### src/rtl/wca_pkg.sv
// ----------------------------------------------------------------------------
// wca_pkg
// shared types, register indexes, status codes and counter mode helpers
// ----------------------------------------------------------------------------
package wca_pkg;

    localparam int CFG_AW = 3;
    localparam int CFG_DW = 24;

    typedef enum logic [CFG_AW-1:0] {
        CFG_CONV_MASK    = 3'd0,
        CFG_WIDE_MASK    = 3'd1,
        CFG_ABS_MASK     = 3'd2,
        CFG_SOFT_LIMIT   = 3'd3,
        CFG_HARD_LIMIT   = 3'd4,
        CFG_PRELOAD_VAL  = 3'd5,
        CFG_PRELOAD_MASK = 3'd6
    } t_cfg_idx;

    typedef enum logic [2:0] {
        ST_OK       = 3'd0,
        ST_DISABLED = 3'd1,
        ST_RD_ERR   = 3'd2,
        ST_SOFT     = 3'd3,
        ST_STOPPED  = 3'd4
    } t_status;

    localparam logic signed [25:0] MIN16 = -26'sd32767;
    localparam logic signed [25:0] MAX16 = 26'sd32767;
    localparam logic signed [25:0] MOD16 = 26'sd65536;
    localparam logic signed [25:0] MIN24 = -26'sd8388607;
    localparam logic signed [25:0] MAX24 = 26'sd8388607;
    localparam logic signed [25:0] MOD24 = 26'sd16777216;

    // per channel state word
    typedef struct packed {
        logic [23:0]        old_val;
        logic signed [24:0] cur_val;
        logic [31:0]        acc;
    } t_entry;

    // one result item
    typedef struct packed {
        t_status            status;
        logic [15:0]        err_cnt;
        logic [31:0]        acc;
        logic signed [24:0] count;
        logic [1:0]         ch;
    } t_result;

    // reading in the channel's mode: 24-bit unsigned or 16-bit signed
    function automatic logic signed [24:0] as_mode(input logic [23:0] v, input logic wide);
        logic signed [24:0] r;
        if (wide) begin
            r = $signed({1'b0, v});
        end else begin
            r = $signed({{9{v[15]}}, v[15:0]});
        end
        return r;
    endfunction

endpackage

### src/rtl/wca_ram.sv
// ----------------------------------------------------------------------------
// wca_ram
// generic single write port ram with one registered read port
// ----------------------------------------------------------------------------
module wca_ram #(
    parameter int WIDTH = 8,
    parameter int DEPTH = 4,
    localparam int AW   = (DEPTH > 1) ? $clog2(DEPTH) : 1
) (
    input  logic             i_clk,
    input  logic             i_we,
    input  logic [AW-1:0]    i_waddr,
    input  logic [WIDTH-1:0] i_wdata,
    input  logic             i_re,
    input  logic [AW-1:0]    i_raddr,
    output logic [WIDTH-1:0] o_rdata
);

    logic [WIDTH-1:0] r_mem [DEPTH];
    logic [WIDTH-1:0] r_rdata;

    always_ff @(posedge i_clk) begin
        if (i_we) begin
            r_mem[i_waddr] <= i_wdata;
        end
        if (i_re) begin
            r_rdata <= r_mem[i_raddr];
        end
    end

    assign o_rdata = r_rdata;

endmodule

### src/rtl/wca_out_fifo.sv
// ----------------------------------------------------------------------------
// wca_out_fifo
// three entry result queue between the update stage and the output stream
// ----------------------------------------------------------------------------
module wca_out_fifo
    import wca_pkg::*;
(
    input  logic       i_clk,
    input  logic       i_rst_n,
    input  logic       i_push,
    input  t_result    i_data,
    input  logic       i_pop,
    output t_result    o_data,
    output logic       o_valid,
    output logic [1:0] o_count
);

    localparam int DEPTH = 3;

    t_result    r_mem [DEPTH];
    logic [1:0] r_wp;
    logic [1:0] r_rp;
    logic [1:0] r_cnt;
    logic       pop_ok;

    assign pop_ok = i_pop && (r_cnt != 2'd0);

    always_ff @(posedge i_clk) begin
        if (!i_rst_n) begin
            r_wp  <= '0;
            r_rp  <= '0;
            r_cnt <= '0;
        end else begin
            if (i_push) begin
                r_wp <= (r_wp == 2'(DEPTH - 1)) ? 2'd0 : r_wp + 2'd1;
            end
            if (pop_ok) begin
                r_rp <= (r_rp == 2'(DEPTH - 1)) ? 2'd0 : r_rp + 2'd1;
            end
            case ({i_push, pop_ok})
                2'b10:   r_cnt <= r_cnt + 2'd1;
                2'b01:   r_cnt <= r_cnt - 2'd1;
                default: r_cnt <= r_cnt;
            endcase
        end
    end

    always_ff @(posedge i_clk) begin
        if (i_push) begin
            r_mem[r_wp] <= i_data;
        end
    end

    assign o_data  = r_mem[r_rp];
    assign o_valid = (r_cnt != 2'd0);
    assign o_count = r_cnt;

endmodule

### src/rtl/wrapping_counter_accumulator_unit.sv
// ----------------------------------------------------------------------------
// wrapping_counter_accumulator_unit
// per channel counter readings turned into wrap corrected accumulated totals
// ----------------------------------------------------------------------------
// path: an accepted item is registered in the input stage, then pushed into the result queue
// throughput: one item per cycle while input ready is high; state ram read in the accept cycle,
//   modified and written back in the next, with forwarding of the last write
// stalls: input ready drops once three items wait behind a stalled output
// reset: synchronous active low; registers return to defaults, per channel
//   first-reading flags make the state ram read as zero, no clearing pass
module wrapping_counter_accumulator_unit
    import wca_pkg::*;
#(
    parameter int CHANNELS = 4
) (
    input  logic              i_clk,
    input  logic              i_rst_n,
    input  logic              s_axis_tvalid,
    output logic              s_axis_tready,
    input  logic [31:0]       s_axis_tdata,  // channel, raw_count, zero pad
    input  logic [1:0]        s_axis_tuser,  // read_error, fatal_error
    output logic              m_axis_tvalid,
    input  logic              m_axis_tready,
    output logic [79:0]       m_axis_tdata,  // out_channel, count_value,
                                             // absolute_value, error_count, zero pad
    output logic [2:0]        m_axis_tuser,  // status
    input  logic              i_cfg_we,
    input  logic [CFG_AW-1:0] i_cfg_idx,
    input  logic [CFG_DW-1:0] i_cfg_data
);

    localparam int NCH = (CHANNELS < 4) ? CHANNELS : 4;
    localparam int AW  = (NCH > 1) ? $clog2(NCH) : 1;

    // configuration
    logic [3:0]  r_conv_mask;
    logic [3:0]  r_wide_mask;
    logic [3:0]  r_abs_mask;
    logic [15:0] r_soft_limit;
    logic [15:0] r_hard_limit;
    logic [23:0] r_preload_val;
    logic [3:0]  r_preload_mask;

    always_ff @(posedge i_clk) begin
        if (!i_rst_n) begin
            r_conv_mask    <= 4'd15;
            r_wide_mask    <= 4'd15;
            r_abs_mask     <= 4'd0;
            r_soft_limit   <= 16'd100;
            r_hard_limit   <= 16'd1000;
            r_preload_val  <= 24'd0;
            r_preload_mask <= 4'd0;
        end else if (i_cfg_we) begin
            case (i_cfg_idx)
                CFG_CONV_MASK:    r_conv_mask    <= i_cfg_data[3:0];
                CFG_WIDE_MASK:    r_wide_mask    <= i_cfg_data[3:0];
                CFG_ABS_MASK:     r_abs_mask     <= i_cfg_data[3:0];
                CFG_SOFT_LIMIT:   r_soft_limit   <= i_cfg_data[15:0];
                CFG_HARD_LIMIT:   r_hard_limit   <= i_cfg_data[15:0];
                CFG_PRELOAD_VAL:  r_preload_val  <= i_cfg_data;
                CFG_PRELOAD_MASK: r_preload_mask <= i_cfg_data[3:0];
                default: ;
            endcase
        end
    end

    // input stage
    logic [1:0]    in_ch;
    logic          in_ok;
    logic [AW-1:0] in_idx;
    logic          in_acc;
    logic [1:0]    fifo_cnt;

    logic          r_s1_valid;
    logic [1:0]    r_s1_ch;
    logic          r_s1_ok;
    logic [AW-1:0] r_s1_idx;
    logic [23:0]   r_s1_raw;
    logic          r_s1_rderr;
    logic          r_s1_fatal;

    assign in_ch  = s_axis_tdata[1:0];
    assign in_ok  = (32'(in_ch) < CHANNELS);
    assign in_idx = in_ok ? in_ch[AW-1:0] : '0;

    assign s_axis_tready = ({1'b0, fifo_cnt} + {2'b0, r_s1_valid}) <= 3'd2;
    assign in_acc        = s_axis_tvalid && s_axis_tready;

    always_ff @(posedge i_clk) begin
        if (!i_rst_n) begin
            r_s1_valid <= 1'b0;
        end else begin
            r_s1_valid <= in_acc;
        end
    end

    always_ff @(posedge i_clk) begin
        if (in_acc) begin
            r_s1_ch    <= in_ch;
            r_s1_ok    <= in_ok;
            r_s1_idx   <= in_idx;
            r_s1_raw   <= s_axis_tdata[25:2];
            r_s1_rderr <= s_axis_tuser[0];
            r_s1_fatal <= s_axis_tuser[1];
        end
    end

    // state ram
    t_entry ram_rdata;
    t_entry wr_data;
    logic   wr_en;

    wca_ram #(
        .WIDTH ($bits(t_entry)),
        .DEPTH (NCH)
    ) u_state_ram (
        .i_clk   (i_clk),
        .i_we    (wr_en),
        .i_waddr (r_s1_idx),
        .i_wdata (wr_data),
        .i_re    (in_acc),
        .i_raddr (in_idx),
        .o_rdata (ram_rdata)
    );

    // update stage
    logic [NCH-1:0] r_first;
    logic           r_wb_valid;
    logic [AW-1:0]  r_wb_idx;
    t_entry         r_wb_data;
    logic [15:0]    r_err_cnt;
    logic           r_stopped;

    logic               first;
    t_entry             ent;
    logic               wide;
    logic               abs_en;
    logic signed [24:0] v;
    logic signed [24:0] old_m;
    logic signed [25:0] d_raw;
    logic signed [25:0] d;
    logic [31:0]        acc_base;
    logic [15:0]        err_inc;
    logic [15:0]        n_err_cnt;
    logic               n_stopped;
    t_status            status;
    t_result            res;

    always_comb begin
        first = r_first[r_s1_idx];
        if (first) begin
            ent = '0;
        end else if (r_wb_valid && (r_wb_idx == r_s1_idx)) begin
            ent = r_wb_data;
        end else begin
            ent = ram_rdata;
        end

        wide   = r_wide_mask[r_s1_ch];
        abs_en = r_abs_mask[r_s1_ch];
        v      = as_mode(r_s1_raw, wide);
        old_m  = as_mode(ent.old_val, wide);
        d_raw  = first ? 26'sd0 : (26'(v) - 26'(old_m));
        d      = d_raw;
        if (wide) begin
            if (d_raw < MIN24) begin
                d = d_raw + MOD24;
            end else if (d_raw > MAX24) begin
                d = d_raw - MOD24;
            end
        end else begin
            if (d_raw < MIN16) begin
                d = d_raw + MOD16;
            end else if (d_raw > MAX16) begin
                d = d_raw - MOD16;
            end
        end

        if (first) begin
            acc_base = r_preload_mask[r_s1_ch] ? {8'd0, r_preload_val} : 32'd0;
        end else begin
            acc_base = ent.acc;
        end

        err_inc   = (r_err_cnt == 16'hFFFF) ? r_err_cnt : r_err_cnt + 16'd1;
        n_err_cnt = r_err_cnt;
        n_stopped = r_stopped;
        wr_en     = 1'b0;
        wr_data   = ent;

        if (r_stopped) begin
            status = ST_STOPPED;
        end else if (r_s1_fatal) begin
            n_stopped = 1'b1;
            status    = ST_STOPPED;
        end else if (!r_s1_ok || !r_conv_mask[r_s1_ch]) begin
            status = ST_DISABLED;
        end else if (r_s1_rderr) begin
            n_err_cnt = err_inc;
            if (err_inc >= r_hard_limit) begin
                n_stopped = 1'b1;
                status    = ST_STOPPED;
            end else if (err_inc == r_soft_limit) begin
                status = ST_SOFT;
            end else begin
                status = ST_RD_ERR;
            end
        end else begin
            status          = ST_OK;
            wr_en           = r_s1_valid;
            wr_data.cur_val = v;
            wr_data.old_val = (abs_en || first) ? v[23:0] : ent.old_val;
            wr_data.acc     = abs_en ? (acc_base + 32'(d)) : acc_base;
        end

        res.ch      = r_s1_ch;
        res.status  = status;
        res.err_cnt = n_err_cnt;
        if (!r_s1_ok) begin
            res.count = '0;
            res.acc   = '0;
        end else if (status == ST_OK) begin
            res.count = wr_data.cur_val;
            res.acc   = wr_data.acc;
        end else begin
            res.count = ent.cur_val;
            res.acc   = ent.acc;
        end
    end

    always_ff @(posedge i_clk) begin
        if (!i_rst_n) begin
            r_first    <= '1;
            r_wb_valid <= 1'b0;
            r_err_cnt  <= '0;
            r_stopped  <= 1'b0;
        end else begin
            r_wb_valid <= wr_en;
            if (wr_en) begin
                r_first[r_s1_idx] <= 1'b0;
            end
            if (r_s1_valid) begin
                r_err_cnt <= n_err_cnt;
                r_stopped <= n_stopped;
            end
        end
    end

    always_ff @(posedge i_clk) begin
        if (wr_en) begin
            r_wb_idx  <= r_s1_idx;
            r_wb_data <= wr_data;
        end
    end

    // output queue
    t_result out_res;

    wca_out_fifo u_out_fifo (
        .i_clk   (i_clk),
        .i_rst_n (i_rst_n),
        .i_push  (r_s1_valid),
        .i_data  (res),
        .i_pop   (m_axis_tready),
        .o_data  (out_res),
        .o_valid (m_axis_tvalid),
        .o_count (fifo_cnt)
    );

    assign m_axis_tdata = {5'd0, out_res.err_cnt, out_res.acc, out_res.count, out_res.ch};
    assign m_axis_tuser = out_res.status;

    // checks
    a_fifo_room: assert property (@(posedge i_clk) disable iff (!i_rst_n)
        r_s1_valid |-> fifo_cnt <= 2'd2)
        else $error("result queue overflow");

    a_stop_sticky: assert property (@(posedge i_clk) disable iff (!i_rst_n)
        r_stopped |=> r_stopped)
        else $error("stop cleared without reset");

    a_err_monotonic: assert property (@(posedge i_clk) disable iff (!i_rst_n)
        1'b1 |=> r_err_cnt >= $past(r_err_cnt))
        else $error("error count went down");

    a_stopped_status: assert property (@(posedge i_clk) disable iff (!i_rst_n)
        (r_s1_valid && r_stopped) |-> (res.status == ST_STOPPED && !wr_en))
        else $error("item processed while stopped");

endmodule
### config.mk
export PLATFORM = sky130hd
export DESIGN_NAME = wrapping_counter_accumulator_unit
export DESIGN_NICKNAME = d
export VERILOG_FILES = /design/src/rtl/wca_pkg.sv /design/src/rtl/wca_ram.sv /design/src/rtl/wca_out_fifo.sv /design/src/rtl/wrapping_counter_accumulator_unit.sv
export SDC_FILE = /design/constraint.sdc
export NUM_CORES = 1
export LEC_CHECK = 0
export ABC_AREA = 1
export ABC_CLOCK_PERIOD_IN_PS = 13550
export BUFFER_PORTS_ARGS = -buffer_cell sky130_fd_sc_hd__buf_2
export CAP_MARGIN = 10
export CORE_MARGIN = 5
export CORE_UTILIZATION = 55
export CTS_BUF_LIST = sky130_fd_sc_hd__clkbuf_4 sky130_fd_sc_hd__clkbuf_8 sky130_fd_sc_hd__clkbuf_16
export CTS_CLUSTER_DIAMETER = 80
export CTS_CLUSTER_SIZE = 40
export DETAILED_ROUTE_END_ITERATION = 7
export PLACE_DENSITY = 0.72
export SLEW_MARGIN = 20
export SYNTH_ARGS = -nofsm -noshare
export SYNTH_HDL_FRONTEND = slang
export SYNTH_SLANG_ARGS = --single-unit
### constraint.sdc
create_clock -name i_clk -period 13.55 [get_ports i_clk]
set_input_delay 2.71 -clock i_clk [delete_from_list [all_inputs] [get_ports i_clk]]
set_output_delay 2.71 -clock i_clk [all_outputs]
set_load 0.05 [all_outputs]
# Yosys cells after proc, flatten, opt, wreduce, memory -nomap -nowiden
# Memory sizes are Yosys's and may differ from the RTL's. A register that Yosys moved wholly into a read port is not among the register bits.
# Cells that the tools add are included.
# totals
in_bits	66
n_memories	2
mem_bits_rw	558
wordCells	136
register_bits	212
# memory_table
name	depth	width	rd	rd_ports_with_merged_regs	write_ports	line_no	rtl
u_state_ram.r_mem	4	81	1	1	1	wca_ram.sv:19	logic [WIDTH-1:0] r_mem [DEPTH];
u_out_fifo.r_mem	3	78	1	1	1	wca_out_fifo.sv:20	t_result r_mem [DEPTH];
# classes
magnitude_cmp	8
n_mux	60
n_reduce_logical	16
n_eq_ne	13
bitwise_logic	2
add_sub_neg	12
# op_table
op	n
$mux 81	6
$mux 26	6
$mux 16	5
$mux 32	2
$mux 57	1
$mux 25	2
$mux 24	2
$add 32x32->32	1
$add 26x18->26 const B	1
$add 26x26->26 const B	1
$gt 26x16->1 const B	1
$gt 26x24->1 const B	1
$lt 26x16->1 const B	1
$lt 26x24->1 const B	1
$sub 25x25->26	1
$sub 26x18->26 const B	1
$sub 26x26->26 const B	1
$mux 1	20
$add 16x1->16 const B	1
$eq 16x16->1	1
$eq 16x16->1 const B	1
$ge 16x16->1	1
$mux 3	5
$reduce_and 2->1	7
other kinds (22)	41

# Longest topological paths before layout
# depth
word_depth	18
depth_mapped	51

# Modules after synthesis
# Synthesis repeated with hierarchy kept, for this count alone.
# unflattened
hier_cells	4296
hier_area_um2	40851.7
# modules_own_cells
module	cells_per_inst	area_each_um2	n_inst
wca_ram	1357	16029.1	1
wrapping_counter_accumulator_unit	2308	15723.8	1
wca_out_fifo	631	9098.7	1

# Worst setup path before layout
# No wires, ideal clock.
# synth_path
path_kind	register to register
startpoint	reg r_s1_idx[1]
endpoint	mem u_state_ram.r_mem[0][0] (netlist name), enable pin
path_slack_ns	3.726
stages_incl_launch_ff	10
t_arrival_ns	9.304
n_path_buf	0
setup_ns	0.520
cell_sequence	edfxtp_1 nor2_1 a22oi_1 inv_1 a221oi_2 nor3_2 clkinv_1 nor2_1 inv_1 nor2_1
# synth_via
elab_chain_cells	7
# synth_rtl
element	line_no	rtl
start, declared	wrapping_counter_accumulator_unit.sv:77	logic [AW-1:0] r_s1_idx;
start signal, assigned	wrapping_counter_accumulator_unit.sv:101	r_s1_idx <= in_idx;
$bmux 1 s2	-	
$mux 1 (4 in series)	-	
named net u_state_ram.i_we	wca_ram.sv:11	input logic i_we,
$mux 1 (2 in series)	-	
end, declared	wca_ram.sv:19	
# The timed path passes the listed nets, and every way through them passes these cells. The select of a mux whose other input is x is not followed.

==> key figures <==
Timing
  • Tmin final: 8040 ps
  • Max Freq: 124 MHz
  • Worst setup margin: 5510 ps
  • Final period util: 59.3%
  • Final Max Tran Viols: 0
  • Slew headroom: 28.4%
  • Setup total negative slack: 0 ps
  • RSZ-0062 raised after global routing: no
  • Final Hold Viols: 0
  • Final-report setup violation count: 0
  • Slew @ Worst Pin: 1070 ps
  • Final Skew: 58.4 ps

Floorplan
  • Rows: 97
  • Core region area: 0.0700 mm^2
  • Die ar.: 0.0759 mm^2
  • Die span in y: 276 um
  • Die Wd: 276 um
  • I/O pin cnt: 151
  • Initial core utilization: 55.4%

GRT
  • Vias in the first global route: 26098
  • GRT Util Overall: 25.3%
  • Largest net degree at the start of global routing: 100
  • Busiest grt layer: met2
  • GR Overflow Total: 0
  • Met2 Use GR: 43.0%
  • Met1 Resource Use GR: 35.0%
  • First-pass GRT wire length: 149 mm
  • Antenna violations before repair: 1
  • GR Util met3: 2.90%

Placement
  • Port bufs: 139
  • Post-DP HPWL: 62.2 mm
  • Place WS: 5590 ps
  • Gp weighted congestion: 0.952

Power and ir drop
  • NetSw: 0.00237 W
  • Gate power share: 29.0%
  • Clock power frac: 23.5%
  • Power per cell area: 157 mW/mm^2
  • Reg power frac: 47.5%
  • Lkg Pwr: 15.8 nW
  • Maximum vdd ir drop: 0.000134 V
  • Int Pwr: 0.00421 W
  • Sw Share: 36.0%

Hold path
  • Hold path cells: 2
  • Hold Path Class: reg2reg

CTS
  • # resized after CTS: 0
  • Post-CTS Hold Buffers: 0
  • Clock Path Buffers: 3
  • H-tree levels: 2
  • # clock sinks: 853
  • Clk slew on worst S/H paths: 130 ps
  • Cts bufs inserted: 38
  • CTS tree: yes
  • Clock Latency Late Sink: 630 ps
  • Buffers inserted by post-CTS timing repair: 0
  • Root Driver: clkbuf_16

Detailed routing
  • WL final: 97.8 mm
  • # DRC: 0
  • Via Count: 27905
  • Initial drt markers: 2704
  • Post-DRT Antenna Nets: 0
  • Detailed-router iteration count before antenna repair: 6
  • Vias per cell: 5.83
  • Wirelength per Cell: 20.4 um

Synth
  • Area leader, netlist: edfxtp_1
  • Post-Syn Area: 0.0388 mm^2
  • #FFs+latches synth: 853
  • Async SR Flop Fraction: 0%
  • Post-synth EDFFs: 750
  • YS warnings: 0
  • Mean Syn Cell Area: 10.3 um^2
  • Part of the Yosys area used for sequential elements: 63.4%
  • Unique masters post-synth: 65
  • Top FF cell, synth: edfxtp_1
  • Cell with the most instances after synthesis: edfxtp_1
  • Synth cell count leaders: 750 x edfxtp_1, 576 x nor2_1, 537 x nand2_1
  • Yosys top cell area share: 58.1%
  • Post-Syn Instances: 3762
  • Top cells by area, synth: edfxtp_1 58%, nor2_1 5.6%, o21ai_0 5.4%, dfxtp_1 5.3%, nand2_1 5.2%

Critical path
  • Crit. End Element: register
  • Crit path kind: reg2reg
  • Slowest cell on crit path: buf_4
  • Most used cell, CP: nand2_1
  • CP Max Fanout: 50
  • Worst Setup Start Kind: register
  • Arr. time, crit path: 8350 ps
  • R2R depth: 45
  • Worst path max stage delay: 620 ps
  • Worst path required time: 13860 ps

Finish
  • Fraction of layout instances using a drive strength above 1: 9.08%
  • Synth-to-Final Area Change: 8.12%
  • Nets: 3969
  • Diodes inserted: 0

Flow run
  • Number of max-cap violations: 0

Status
  • Status: finished, final reports clean
## through the flow
| stage | util [%] | std cells | hold WS (ps) | total power (W) | area [um^2] |
|---|---|---|---|---|---|
| after floorplan | - | 3766 | 429 | 0.00458 | 38800 |
| after global placement | 57.7 | 4717 | 439 | 0.00505 | 40400 |
| after detailed placement | 57.7 | 4717 | 445 | 0.00508 | 40400 |
| after CTS | 59.9 | 4785 | 466 | 0.00660 | 41900 |
| after global routing | 59.9 | 4785 | 499 | 0.00691 | 41900 |
| final | 59.9 | 4785 | 467 | 0.00658 | 41900 |
## layout make-up
cell class | count | area (um^2)
Sequential cell | 853 | 24600
Clock inverter | 27 | 507
Multi-Input combinational cell | 2433 | 12500
Fill cell | 5647 | 28100
Clock buffer | 41 | 997
Timing Repair Buffer | 186 | 1050
Inverter | 305 | 1160
Tap cell | 940 | 1180
## cell usage in the layout (no fill, tap or decap), types with 84 or more instances in the layout
cell type,n
edfxtp_1,750
a21oi_1,304
ha_1,84
nor2_1,568
o22ai_1,85
nand2_1,536
dfxtp_1,101
buf_2,138
o21ai_0,417
nand3_1,98
inv_1,284
## metal layers
| metal | up-vias | wire (um) |
|---|---|---|
| met4 | 0 | 2380 |
| li1 | 13247 | - |
| met2 | 1089 | 47400 |
| met1 | 13427 | 40800 |
| met3 | 142 | 7260 |
| met5 | - | 0 |
## final timing paths
check | end | start | slack, ps
hold / removal | r_first[1] | r_first[1] | 470
setup / recovery | u_out_fifo.r_mem[1][57] | r_s1_idx[0] | 5510
setup reg to reg | u_out_fifo.r_mem[1][57] | r_s1_idx[0] | 5510
hold reg to reg | r_first[1] | r_first[1] | 470
## power groups by stage
stage,Combinational (W),Clock (W),Sequential (W)
3_3_place_gp,0.00187,0,0.00318
4_1_cts,0.00190,0.00157,0.00313
5_1_grt,0.00210,0.00167,0.00314
2_1_floorplan,0.00142,0,0.00317
6_report,0.00191,0.00155,0.00313
3_5_place_dp,0.00189,0,0.00318
## registers in the layout, summed over array words and instances (netlist names), 16 cells and up, named ones only
signal / cells
r_s1_raw: 24
r_soft_limit: 16
u_state_ram.o_rdata: 81
r_hard_limit: 16
u_out_fifo.r_mem: 234
r_wb_data: 81
r_err_cnt: 16
u_state_ram.r_mem: 324
r_preload_val: 24
## cells by family (layout without fill, tap and decap cells)
kind of cell	after synthesis	in the layout	share of synthesized area (%)
fa+ha+maj	86	86	2.81
simple gates	1337	1337	14.2
flops	853	853	63.4
other cells	1	5	0.00967
compound gates	960	960	13.7
xor+xnor	45	45	1.05
buf+inv	480	559	4.81
## worst max-delay path, delay by kind of cell (launching register included)
kind | cells | cell delay, ps
xor+xnor | 1 | 200
flops | 1 | 540
simple gates | 25 | 3400
compound gates | 9 | 1250
fa+ha+maj | 3 | 1070
buf+inv | 7 | 1250
(Power assumes the default switching activity.)
